==> src/lto_pkg.sv <==
// Package for the LoRa time-on-air block: field widths, register indexes,
// reset values, pipeline depths and the reciprocal table of the symbol divider.
// No dependencies.
package lto_pkg;

    // Field widths
    localparam int LEN_W      = 8;
    localparam int SF_W       = 4;
    localparam int BW_W       = 19;
    localparam int CR_W       = 3;
    localparam int AIR_W      = 20;
    localparam int S_TDATA_W  = 8;
    localparam int M_TDATA_W  = 24;

    // Configuration port
    localparam int CFG_IDX_W  = 2;
    localparam int CFG_DATA_W = 19;
    localparam logic [CFG_IDX_W-1:0] REG_SPREADING_FACTOR = 2'd0;
    localparam logic [CFG_IDX_W-1:0] REG_BANDWIDTH_HZ     = 2'd1;
    localparam logic [CFG_IDX_W-1:0] REG_CODING_RATE      = 2'd2;

    // Reset values
    localparam logic [SF_W-1:0] SF_RESET = 4'd7;
    localparam logic [BW_W-1:0] BW_RESET = 19'd125000;
    localparam logic [CR_W-1:0] CR_RESET = 3'd1;

    // Internal widths
    localparam int NBITS_W    = 10;   // quarter-bit count plus rounding term
    localparam int DIVQ_W     = 4;    // symbol divisor in units of four bits
    localparam int RECIP_W    = 17;
    localparam int RECIP_SHIFT = 16;
    localparam int CODED_W    = 10;
    localparam int QUARTER_W  = 15;
    localparam int SCALED_W   = 25;
    localparam int NUM_W      = 40;
    localparam int DEN_W      = 21;

    // Pipeline shape: five front stages, then one stage per quotient bit
    localparam int FRONT_STAGES = 5;
    localparam int DIV_STAGES   = AIR_W;
    localparam int PIPE_DEPTH   = FRONT_STAGES + DIV_STAGES;

    localparam logic [AIR_W-1:0] AIRTIME_MAX = 20'hFFFFF;

    // Rounded-up 2^16/d; exact floor division for numerators below 1024.
    function automatic logic [RECIP_W-1:0] recip(input logic [DIVQ_W-1:0] d);
        logic [RECIP_W-1:0] r;
        case (d)
            4'd1:    r = 17'd65536;
            4'd2:    r = 17'd32768;
            4'd3:    r = 17'd21846;
            4'd4:    r = 17'd16384;
            4'd5:    r = 17'd13108;
            4'd6:    r = 17'd10923;
            4'd7:    r = 17'd9363;
            4'd8:    r = 17'd8192;
            4'd9:    r = 17'd7282;
            4'd10:   r = 17'd6554;
            4'd11:   r = 17'd5958;
            4'd12:   r = 17'd5462;
            4'd13:   r = 17'd5042;
            4'd14:   r = 17'd4682;
            4'd15:   r = 17'd4370;
            default: r = 17'd0;
        endcase
        return r;
    endfunction

endpackage

==> src/lora_time_on_air_top.sv <==
// LoRa time-on-air calculator: payload length in, airtime in milliseconds out.
// Depends on lto_pkg for widths, register indexes and the reciprocal table.
//
// Usage:
//   Input channel s_*: one beat carries a payload length in bytes.
//   Output channel m_*: one beat carries the airtime in whole milliseconds,
//   saturated to 20 bits (also when the bandwidth register is zero).
//   Configuration: cfg_wr_en, cfg_index and cfg_wdata write spreading factor
//   (index 0), bandwidth in Hz (index 1) and coding rate (index 2); other
//   indexes are ignored. Write only while no beat is in flight.
// Timing:
//   One beat is accepted per cycle while s_tready is high. A beat passes
//   five front stages for bit count, symbol count and scaling, then a
//   20-stage restoring divider that resolves one quotient bit per stage,
//   and its result is then written to the output register.
// Reset and stalls:
//   aresetn clears all valid bits and loads the registers with SF7, 125 kHz
//   and coding rate 4/5. When the receiver holds m_tready low, a skid
//   register catches one more result and the whole pipeline then freezes;
//   s_tready is low exactly while the skid register is full.
module lora_time_on_air_top (
    input  logic                                aclk,
    input  logic                                aresetn,
    // Configuration write port
    input  logic                                cfg_wr_en,
    input  logic [lto_pkg::CFG_IDX_W-1:0]       cfg_index,
    input  logic [lto_pkg::CFG_DATA_W-1:0]      cfg_wdata,
    // Input stream
    input  logic                                s_tvalid,
    output logic                                s_tready,
    input  logic [lto_pkg::S_TDATA_W-1:0]       s_tdata,   // [7:0] payload_len
    // Output stream
    output logic                                m_tvalid,
    input  logic                                m_tready,
    output logic [lto_pkg::M_TDATA_W-1:0]       m_tdata    // [19:0] airtime_ms, [23:20] zero
);

    localparam int DS = lto_pkg::DIV_STAGES;

    // Configuration registers
    logic [lto_pkg::SF_W-1:0] sf_reg;
    logic [lto_pkg::BW_W-1:0] bw_reg;
    logic [lto_pkg::CR_W-1:0] cr_reg;

    always_ff @(posedge aclk) begin
        if (!aresetn) begin
            sf_reg <= lto_pkg::SF_RESET;
            bw_reg <= lto_pkg::BW_RESET;
            cr_reg <= lto_pkg::CR_RESET;
        end else if (cfg_wr_en) begin
            case (cfg_index)
                lto_pkg::REG_SPREADING_FACTOR: sf_reg <= cfg_wdata[lto_pkg::SF_W-1:0];
                lto_pkg::REG_BANDWIDTH_HZ:     bw_reg <= cfg_wdata[lto_pkg::BW_W-1:0];
                lto_pkg::REG_CODING_RATE:      cr_reg <= cfg_wdata[lto_pkg::CR_W-1:0];
                default: ;
            endcase
        end
    end

    // Values that follow from configuration alone. The user must change configuration
    // only while the pipeline is empty; the block does not enforce this. Every stage reads the registers directly.
    logic                          low_sf;
    logic [lto_pkg::SCALED_W-1:0]  chips_ms;
    logic                          ldro;
    logic [lto_pkg::DIVQ_W-1:0]    divq_raw;
    logic [lto_pkg::DIVQ_W-1:0]    divq;
    logic [lto_pkg::NBITS_W-1:0]   bits_base;
    logic [lto_pkg::QUARTER_W-1:0] quarter_base;
    logic [lto_pkg::DEN_W-1:0]     den;

    always_comb begin
        low_sf   = (sf_reg == 4'd5) || (sf_reg == 4'd6);
        chips_ms = {15'd0, 10'd1000} << sf_reg;
        ldro     = chips_ms >= {2'b00, bw_reg, 4'b0000};
        // Symbol divisor counted in groups of four bits
        if (ldro) begin
            divq_raw = (sf_reg > 4'd2) ? sf_reg - 4'd2 : 4'd0;
        end else begin
            divq_raw = sf_reg;
        end
        divq = (divq_raw == 4'd0) ? 4'd1 : divq_raw;
        // 16 header bits plus 20 fixed bits, plus the extra byte unless SF is 5 or 6, in quarters
        bits_base = low_sf ? 10'd9 : 10'd11;
        // Preamble plus overhead plus sync, in quarter symbols
        if (sf_reg <= 4'd8) begin
            quarter_base = low_sf ? 15'd185 : 15'd177;
        end else begin
            quarter_base = 15'd113;
        end
        den = {bw_reg, 2'b00};
    end

    // Pipeline advance: the whole pipeline moves while the skid register is empty
    logic skid_valid_reg;
    logic adv;
    assign adv      = !skid_valid_reg;
    assign s_tready = adv;

    logic [lto_pkg::PIPE_DEPTH-1:0] pipe_valid_reg;

    always_ff @(posedge aclk) begin
        if (!aresetn) begin
            pipe_valid_reg <= '0;
        end else if (adv) begin
            pipe_valid_reg <= {pipe_valid_reg[lto_pkg::PIPE_DEPTH-2:0], s_tvalid};
        end
    end

    // Stage 1: payload bits in quarters, clamped at zero, plus rounding term
    logic [lto_pkg::NBITS_W-1:0] pos_q;
    logic [lto_pkg::NBITS_W-1:0] bits_q;
    logic [lto_pkg::NBITS_W-1:0] n_next;
    logic [lto_pkg::NBITS_W-1:0] n_reg;

    always_comb begin
        pos_q  = {1'b0, s_tdata[lto_pkg::LEN_W-1:0], 1'b0} + bits_base;
        bits_q = (pos_q > {6'd0, sf_reg}) ? pos_q - {6'd0, sf_reg} : '0;
        n_next = bits_q + {6'd0, divq} - 10'd1;
    end

    always_ff @(posedge aclk) begin
        if (adv) begin
            n_reg <= n_next;
        end
    end

    // Stage 2: coded symbol groups by reciprocal multiply
    logic [lto_pkg::NBITS_W+lto_pkg::RECIP_W-1:0] recip_prod;
    logic [lto_pkg::CODED_W-1:0]                  coded_reg;

    assign recip_prod = {17'd0, n_reg} * {10'd0, lto_pkg::recip(divq)};

    always_ff @(posedge aclk) begin
        if (adv) begin
            coded_reg <= recip_prod[lto_pkg::RECIP_SHIFT +: lto_pkg::CODED_W];
        end
    end

    // Stage 3: total quarter symbols
    logic [lto_pkg::DIVQ_W-1:0]      cr_plus;
    logic [13:0]                     cr_prod;
    logic [lto_pkg::QUARTER_W:0]     quarter_sum;
    logic [lto_pkg::QUARTER_W-1:0]   quarters_reg;

    always_comb begin
        cr_plus     = {1'b0, cr_reg} + 4'd4;
        cr_prod     = {4'd0, coded_reg} * {10'd0, cr_plus};
        quarter_sum = {1'b0, quarter_base} + {cr_prod, 2'b00};
    end

    always_ff @(posedge aclk) begin
        if (adv) begin
            quarters_reg <= quarter_sum[lto_pkg::QUARTER_W-1:0];
        end
    end

    // Stage 4: scale by 1000 for milliseconds
    logic [lto_pkg::SCALED_W-1:0] scaled_reg;

    always_ff @(posedge aclk) begin
        if (adv) begin
            scaled_reg <= {10'd0, quarters_reg} * 25'd1000;
        end
    end

    // Stage 5 and divider stages share these arrays; entry 0 is stage 5
    logic [lto_pkg::DEN_W-1:0] rem_reg [0:DS];
    logic [lto_pkg::AIR_W-1:0] low_reg [0:DS];
    logic [lto_pkg::AIR_W-1:0] quo_reg [0:DS];
    logic                      sat_reg [0:DS];

    // Stage 5: numerator shift by the chip count and early overflow check
    logic [lto_pkg::NUM_W-1:0] num;
    logic [lto_pkg::DEN_W-1:0] num_hi;

    always_comb begin
        num    = {15'd0, scaled_reg} << sf_reg;
        num_hi = {1'b0, num[lto_pkg::NUM_W-1:lto_pkg::AIR_W]};
    end

    always_ff @(posedge aclk) begin
        if (adv) begin
            rem_reg[0] <= num_hi;
            low_reg[0] <= num[lto_pkg::AIR_W-1:0];
            quo_reg[0] <= '0;
            sat_reg[0] <= num_hi >= den;
        end
    end

    // Restoring divider: one quotient bit per stage, most significant first
    genvar k;
    generate
        for (k = 0; k < DS; k++) begin : g_div
            logic [lto_pkg::DEN_W:0]   trial;
            logic [lto_pkg::DEN_W:0]   diff;
            logic                      ge;

            always_comb begin
                trial = {rem_reg[k], low_reg[k][lto_pkg::AIR_W-1]};
                diff  = trial - {1'b0, den};
                ge    = trial >= {1'b0, den};
            end

            always_ff @(posedge aclk) begin
                if (adv) begin
                    rem_reg[k+1] <= ge ? diff[lto_pkg::DEN_W-1:0]
                                       : trial[lto_pkg::DEN_W-1:0];
                    low_reg[k+1] <= {low_reg[k][lto_pkg::AIR_W-2:0], 1'b0};
                    quo_reg[k+1] <= {quo_reg[k][lto_pkg::AIR_W-2:0], ge};
                    sat_reg[k+1] <= sat_reg[k];
                end
            end
        end
    endgenerate

    // Pipeline result with saturation applied
    logic                      pipe_out_valid;
    logic [lto_pkg::AIR_W-1:0] pipe_out_air;

    assign pipe_out_valid = pipe_valid_reg[lto_pkg::PIPE_DEPTH-1];
    assign pipe_out_air   = sat_reg[DS] ? lto_pkg::AIRTIME_MAX : quo_reg[DS];

    // Output register and skid register
    logic                      m_valid_reg;
    logic [lto_pkg::AIR_W-1:0] m_air_reg;
    logic [lto_pkg::AIR_W-1:0] skid_air_reg;
    logic                      new_beat;
    logic                      out_free;

    assign new_beat = adv && pipe_out_valid;
    assign out_free = !m_valid_reg || m_tready;

    always_ff @(posedge aclk) begin
        if (!aresetn) begin
            m_valid_reg    <= 1'b0;
            skid_valid_reg <= 1'b0;
        end else begin
            if (skid_valid_reg) begin
                // Pipeline is frozen; drain the skid beat when the output frees
                if (m_tready) begin
                    m_valid_reg    <= 1'b1;
                    skid_valid_reg <= 1'b0;
                end
            end else if (new_beat) begin
                if (out_free) begin
                    m_valid_reg <= 1'b1;
                end else begin
                    skid_valid_reg <= 1'b1;
                end
            end else if (m_tready) begin
                m_valid_reg <= 1'b0;
            end
        end
    end

    always_ff @(posedge aclk) begin
        if (skid_valid_reg) begin
            if (m_tready) begin
                m_air_reg <= skid_air_reg;
            end
        end else if (new_beat) begin
            if (out_free) begin
                m_air_reg <= pipe_out_air;
            end else begin
                skid_air_reg <= pipe_out_air;
            end
        end
    end

    assign m_tvalid = m_valid_reg;
    assign m_tdata  = {{(lto_pkg::M_TDATA_W-lto_pkg::AIR_W){1'b0}}, m_air_reg};

`ifndef SYNTHESIS
    // A full skid register always sits behind a valid output beat.
    assert property (@(posedge aclk) disable iff (!aresetn)
        skid_valid_reg |-> m_valid_reg)
        else $error("skid register holds a beat while the output is empty");

    // The skid register only fills when the output beat was stalled.
    assert property (@(posedge aclk) disable iff (!aresetn)
        $rose(skid_valid_reg) |-> $past(m_valid_reg && !m_tready))
        else $error("skid register filled without an output stall");

    // While the pipeline is frozen, no valid bit moves or vanishes.
    assert property (@(posedge aclk) disable iff (!aresetn)
        !adv |=> (pipe_valid_reg == $past(pipe_valid_reg)))
        else $error("pipeline valid bits changed during a freeze");

    // A new result never arrives while the skid register is full.
    assert property (@(posedge aclk) disable iff (!aresetn)
        skid_valid_reg |-> !new_beat)
        else $error("pipeline delivered a beat into a full skid register");
`endif

endmodule
==> config.mk <==
export PLATFORM = sky130hd
export DESIGN_NAME = lora_time_on_air_top
export DESIGN_NICKNAME = d
export VERILOG_FILES = /design/src/lto_pkg.sv /design/src/lora_time_on_air_top.sv
export SDC_FILE = /design/constraint.sdc
export NUM_CORES = 2
export LEC_CHECK = 0
export BUFFER_PORTS_ARGS = -buffer_cell sky130_fd_sc_hd__buf_2
export CELL_PAD_IN_SITES_DETAIL_PLACEMENT = 1
export CELL_PAD_IN_SITES_GLOBAL_PLACEMENT = 2
export CORE_MARGIN = 2
export CORE_UTILIZATION = 30
export DETAILED_ROUTE_END_ITERATION = 10
export GPL_ROUTABILITY_DRIVEN = 0
export PLACE_DENSITY = 0.55
export SLEW_MARGIN = 20
export SYNTH_ARGS = -nofsm -noshare
export SYNTH_HDL_FRONTEND = slang
export SYNTH_SLANG_ARGS = --single-unit
==> constraint.sdc <==
create_clock -name aclk -period 37 [get_ports aclk]
set_input_delay 7.4 -clock aclk [delete_from_list [all_inputs] [get_ports aclk]]
set_output_delay 7.4 -clock aclk [all_outputs]
set_load 0.01 [all_outputs]
---- Word level (Yosys, flattened, before mapping) ----
Memory sizes are Yosys's and may differ from the RTL's.
Index checks and enable logic that the tools add are counted.
storage, ports and cells
  register bits ........................... 150
  memory bits (writable) .................. 1,302
  memory bits (read-only) ................. 272
  bits of input ports ..................... 34
  logic and storage cells ................. 140
  memories ................................ 5
cells by class
  add/sub/neg operators ................... 27
  multipliers ............................. 3
  magnitude comparators ................... 25
  equality and inequality tests ........... 6
  shift operators ......................... 2
  mux-type cells .......................... 42
  bitwise gates (word level) .............. 2
  reduce and logical (&&, ||, !) cells .... 16
memory list
  name              depth  width  read ports  clocked after memory_dff  wr ports  RTL line                     RTL
  rem_reg           21     21     20          0                         21        lora_time_on_air_top.sv:167  logic [lto_pkg::DEN_W-1:0] rem_reg [0:DS];
  low_reg           21     20     20          0                         21        lora_time_on_air_top.sv:168  logic [lto_pkg::AIR_W-1:0] low_reg [0:DS];
  quo_reg           21     20     21          0                         21        lora_time_on_air_top.sv:169  logic [lto_pkg::AIR_W-1:0] quo_reg [0:DS];
  (name not given)  16     17     1           0                         0         lto_pkg.sv:48                case (d)
  sat_reg           21     1      21          0                         21        lora_time_on_air_top.sv:170  logic sat_reg [0:DS];
operator list
  kind                   count
  $ge 22x21->1           20
  $mux 21                20
  $sub 21x21->21         20
  $mux 20                5
  $shl 25x4->40          1
  $mul 10x17->26         1
  $ge 25x23->1           1
  $shl 10x4->25 const A  1
  $mul 15x7->22 const B  1
  $ge 20x21->1           1
  $mux 4                 4
  $add 15x15->15         1
  $mul 10x4->13          1
  $add 10x4->10          1
  $add 9x4->10           1
  $gt 10x4->1            1
  $mux 1                 10
  $mux 10                1
  $sub 10x1->10 const B  1
  $sub 10x4->10          1
  $reduce_and 3->1       3
  $eq 4x3->1 const B     2
  $mux 8                 1
  $reduce_and 2->1       3
  other kinds (16)       21

---- Logic depth before layout (Yosys ltp) ----
  depth after elaboration ................. 8
  mapped depth ............................ 45
  mapped depth without buffers ............ 42

---- Worst setup path before layout ----
No wires, ideal clock.
  path kind ............................... reg-to-output
  start ................................... register skid_valid_reg
  end ..................................... output port s_tready
  data arrival time ....................... 23.618 ns
  data required time ...................... 29.600 ns
  path slack .............................. 5.982 ns
  cell stages (with the launch flop) ...... 3
  cell sequence ........................... dfxtp_1 > inv_1 > buf_1
between the ends
  cells in the longest elaborated chain, start to end .. 1
RTL lines
  item                    RTL line                     RTL
  start, declared         lora_time_on_air_top.sv:94   logic skid_valid_reg;
  start signal, assigned  lora_time_on_air_top.sv:236  skid_valid_reg <= 1'b0;
  start signal, assigned  lora_time_on_air_top.sv:242  skid_valid_reg <= 1'b0;
  start signal, assigned  lora_time_on_air_top.sv:248  skid_valid_reg <= 1'b1;
  $logic_not 1->1         lora_time_on_air_top.sv:96   assign adv = !skid_valid_reg;
  end, declared           lora_time_on_air_top.sv:30   output logic s_tready,
No other way between the ends.

---- Worst setup path after layout ----
  start ................................... register sf_reg[0] (netlist bit)
  end ..................................... register coded_reg[9] (netlist bit) (data pin)
between the ends
  cells in the longest elaborated chain, start to end .. 7
  elaborated cells on any way between the ends .. 10
RTL lines
  item                                    RTL line                                                RTL
  start, declared                         lora_time_on_air_top.sv:41                              logic [lto_pkg::SF_W-1:0] sf_reg;
  start signal, assigned                  lora_time_on_air_top.sv:47                              sf_reg <= lto_pkg::SF_RESET;
  start signal, assigned                  lora_time_on_air_top.sv:52                              lto_pkg::REG_SPREADING_FACTOR: sf_reg <= cfg_wdata[lto_pkg::SF_W-1:0];
  $shl 10x4->25 (tied with other cells)   lora_time_on_air_top.sv:73                              chips_ms = {15'd0, 10'd1000} << sf_reg;
  $ge 25x23->1 or $mux 4 (tied branches)  lora_time_on_air_top.sv:74, lora_time_on_air_top.sv:77
  $mux 4 (*)                              lora_time_on_air_top.sv:76                              if (ldro) begin
  $logic_not 4->1                         lora_time_on_air_top.sv:81                              divq = (divq_raw == 4'd0) ? 4'd1 : divq_raw;
  $mux 4 (*)                              lora_time_on_air_top.sv:81
  $mem_v2 16x17 (*)                       --
  $mul 10x17->26 (*)                      lora_time_on_air_top.sv:131                             assign recip_prod = {17'd0, n_reg} * {10'd0, lto_pkg::recip(divq)};
  named net recip_prod (one bit)          lora_time_on_air_top.sv:128                             logic [lto_pkg::NBITS_W+lto_pkg::RECIP_W-1:0] recip_prod;
  end signal, assigned                    lora_time_on_air_top.sv:135                             coded_reg <= recip_prod[lto_pkg::RECIP_SHIFT +: lto_pkg::CODED_W];
  end, declared                           lora_time_on_air_top.sv:129                             logic [lto_pkg::CODED_W-1:0] coded_reg;
The timed path passes the listed nets; every way through them passes the cells marked *.
A chain may end at the register's enable or synchronous reset.

==> impl.org <==
** Run status
- Run status :: finished clean

** Die
- Boundary pin count :: 60
- The die covers 204,000 µm².
- The floorplan step set the die width to roughly 450 µm.
- The initial utilization of the core area, before any placement, comes to between 30% and 40%.
- Vertical die dimension :: 452 µm
- In this run the core area contains 164 standard-cell rows.
- The floorplan step defined a core boundary enclosing 200,000 µm².

** Timing
- The number of max-slew violations in the final report came to 0.
- Transition time at the pin with the least slew margin :: 1060 ps
- Crit path time final :: 11,400 ps
- Setup repair after global routing left no endpoint under its margin.
- The hold violation total from the final report came to 0.
- The tightest hold path in the finished design has a slack of ~370 ps.
- Summed over all failing endpoints, the final setup total negative slack is 0 ps.
- Slew headroom :: 27.8%
- Final count of negative-setup-slack endpoints :: 0
- Max Clock Skew :: between 70 and 80 ps
- Final worst-path cycle share :: 30.8%
- Based on the critical path, the design can be clocked at up to 0.0877 GHz.

** Finish
- Fin nets :: just over 6k
- Relative to the synthesized area, the layout overhead comes to 12.7%.
- Flip-flop count of the largest register, all copies and words added :: 416
- Core Util, Final :: 34.0%
- Share of layout cells above drive strength 1 :: 11.4%
- Antenna Diode Count :: 0
- Leaving out filler cells and counting taps, the final layout contains between 8k and 9k.

** Global route
- The number of global-route vias before repair is 42.4k.
- For this run, the total global-route usage over all layers was measured as 17.6%.
- Global routing consumed, on the met1 layer, 21.2% of the routing resources.
- The number of antenna violations at the first check in global routing came to 3.
- Largest net degree at the start of global routing :: 167
- Global routing used roughly 1.8% of the available met3 tracks.
- Global routing usage on met2 :: 33.4%
- Grt total ovfl :: 0
- The first global-routing pass estimated 272,000 µm of wire.
- Most congested layer reported by global routing :: met2

** Logic synthesis
- In this run, synthesis produced a sequential element count of 946.
- The number of different library cells used by synthesis comes to 89.
- Leading register cell type out of synthesis :: sky130_fd_sc_hd__edfxtp_1
- Fraction of the yosys area taken by sequential cells :: 46.3%
- Number of cells produced by synthesis :: 5,292
- The cell area that synthesis handed to floorplanning was 60,200 µm².
- Counting flops with a built-in enable in the synthesized netlist gives 893.
- Warning count from the yosys run :: 0
- A synthesized cell averages 11.4 µm².
- For this run, asynchronously set or reset flops after synthesis account for 0%.

** Place
- The count of buffers added on input and output ports is 55.
- After detailed placement, the design holds a cell count of slightly below 8k.
- After legalization and detailed placement, the total HPWL measured 132,000 µm.

** CTS
- In this run the number of H-tree levels came out at 3.
- Master cell of the clock root buffer :: sky130_fd_sc_hd__clkbuf_16
- TritonCTS built the clock tree.
- Post-CTS Repair Setup Buffers :: 0
- In this run, post-CTS repair resized a total of 0 instances.
- For this design, the sink count on the clock tree is 946.
- Number of buffers added by the clock tree synthesis step :: 110
- For the worst-skew pair, the clock arrives at the later sink with an insertion delay of between 700 and 800 ps.
- Max Buffers Root-to-Sink :: 3
- Clock-pin slew was measured on the worst setup and hold paths at about 60 ps.
- For this design, the CTS-stage hold fixing added 0 buffers.

** Critical path
- Logic depth of the worst register-to-register path :: 38
- The setup path with the least slack is of type register to register.
- Counting both buffers and inverters, the worst setup path holds a total of 5.
- Counting stages on the worst path, the most repeated cell is sky130_fd_sc_hd__nor2_1.
- Worst-case register-to-register setup slack :: 25,600 ps
- The worst setup path is launched from a register.
- The slowest stage of the critical path belongs to the cell sky130_fd_sc_hd__a211oi_2.
- STA classifies the critical path endpoint as a register.
- Critical Path RT :: roughly 37,000 ps
- Cell family with the largest share of critical-path delay :: adder cells
- Critical Path Source :: sf_reg[0]
- Worst reg2reg path startpoint :: sf_reg[0]
- Maximum cell stage delay along the critical path :: 730 ps
- Largest fanout of any net on the critical path :: 45
- At the worst endpoint, the arrival time is 11,850 ps.
- The endpoint identified for the worst register-to-register timing path is coded_reg[9].

** Hold path
- The worst hold path begins at low_reg[1][76].
- The min-delay analysis places its worst path in the category register to register.
- The worst hold path passes through 0 cells.
- For hold timing, the worst endpoint is low_reg[2][17].

** Route
- DR vias :: 40.1k
- Detail-routed via count per cell :: a little under 5
- The pre-antenna-repair detailed-routing pass consisted of 5 iterations.
- Number of DRC violations after detailed routing :: 0
- Summed over all layers, the routed wires come to ~180,000 µm.
- Initial drt markers :: approximately 1.8k
- In the final routed layout, each cell accounts on average for 22.1 µm.
- The detail route stage leaves a number of antenna-violating nets equal to 0.

** Job
- Max-cap violations in this run came to 0.
[worst reg2reg max path: cells and delay by family, from the launching register on]
kind,cells,cell delay (ps)
compound gates,12,3310
xor+xnor,1,80
fa+ha+maj,8,3420
buf+inv,5,1070
flops,1,310
mux,1,440
simple gates,11,2450
[cells in the mapped netlist (21+ instances only)]
cell                       count  area share (%)
sky130_fd_sc_hd__a21o_1      124             1.5
sky130_fd_sc_hd__edfxtp_1    893              45
sky130_fd_sc_hd__nor2_1      405             2.5
sky130_fd_sc_hd__a31oi_1      33            0.34
sky130_fd_sc_hd__nand3_1      56            0.47
sky130_fd_sc_hd__fa_1        188             6.3
sky130_fd_sc_hd__nand2b_1     59            0.61
sky130_fd_sc_hd__inv_1       358             2.2
sky130_fd_sc_hd__mux2_2      196             3.7
sky130_fd_sc_hd__o21bai_1     21            0.26
sky130_fd_sc_hd__and2_1       83            0.86
sky130_fd_sc_hd__mux2i_1      64             1.1
sky130_fd_sc_hd__xnor2_1     235             3.4
sky130_fd_sc_hd__o21a_1       55            0.69
sky130_fd_sc_hd__xor2_1       88             1.3
sky130_fd_sc_hd__o21ai_0     216             1.8
sky130_fd_sc_hd__o31ai_1      27            0.34
sky130_fd_sc_hd__a21oi_1     424             3.5
sky130_fd_sc_hd__and3_1       24            0.25
sky130_fd_sc_hd__dfxtp_1      53             1.8
sky130_fd_sc_hd__clkbuf_1     84            0.52
sky130_fd_sc_hd__nor2b_1      89            0.92
sky130_fd_sc_hd__ha_1        571              12
sky130_fd_sc_hd__nor4_1       24            0.25
sky130_fd_sc_hd__nand4_1      61            0.63
sky130_fd_sc_hd__nand2_1     380             2.4
sky130_fd_sc_hd__or2_2        37            0.38
sky130_fd_sc_hd__a21boi_0     38            0.47
sky130_fd_sc_hd__o211ai_1     22            0.27
sky130_fd_sc_hd__nor3_1      101            0.84
[layout by cell type, fill, tap and decap left out, drive strengths merged, types with 34 or more instances in the layout]
cell type  instances
a31oi             34
and2              83
xor2              88
a21oi            425
edfxtp           893
nand4             61
nand2b            59
mux2             196
clkbuf           132
nor2             405
nand2            380
a21boi            38
o21ai            224
inv              370
nor3             101
mux2i             64
nand3             56
ha               571
or2               37
xnor2            235
a21o             124
nor2b             89
dfxtp             53
o21a              55
buf              127
clkinv            45
fa               188
[cell families (layout without fill, tap and decap cells)]
logic type	Yosys count	after routing	share of synthesized area [%]
other	1	4	0.00623
flip-flops	946	946	46.3
AO/OA/AOI/OAI	1123	1123	11.6
adder cells (fa/ha/maj)	759	759	18.1
buffers and inverters	485	695	3.10
XOR/XNOR	323	323	4.70
multiplexers	271	271	5.15
AND/OR/NAND/NOR	1384	1384	11.0
[worst max path at each step]
stage,depth (start not counted),endpoint
finish,38,coded_reg[9]
global route,38,coded_reg[9]
CTS,38,coded_reg[9]
detailed placement,23,n_reg[9]
global placement,23,n_reg[9]
floorplan,2,s_tready
[cell type report]
cell class                 count  area (µm²)
timing repair buffer         127         841
multi-input combinational   3864       30500
sequential                   946       27900
inverter                     365        1380
fill                       21700      132000
clock inverter                71         933
clock buffer                 132        2940
tap                         2656        3320
[metrics by stage]
stage               setup WS (ps)  area, µm²
finish                      25600      67800
global placement            25140      64000
floorplan                    5980      60200
global route                24490      67800
detailed placement          25120      64000
CTS                         25370      67800
[metal layers]
metal	share of wire [%]	up-vias	wire length [µm]
met5	0	-	0
met4	2.5	0	4520
met3	1.7	175	3120
met2	53	294	96000
met1	43	20100	77000
li1	-	19500	-
Power is not shown: default switching activity piles up to over one toggle a cycle in this logic, so the estimate is an artifact.
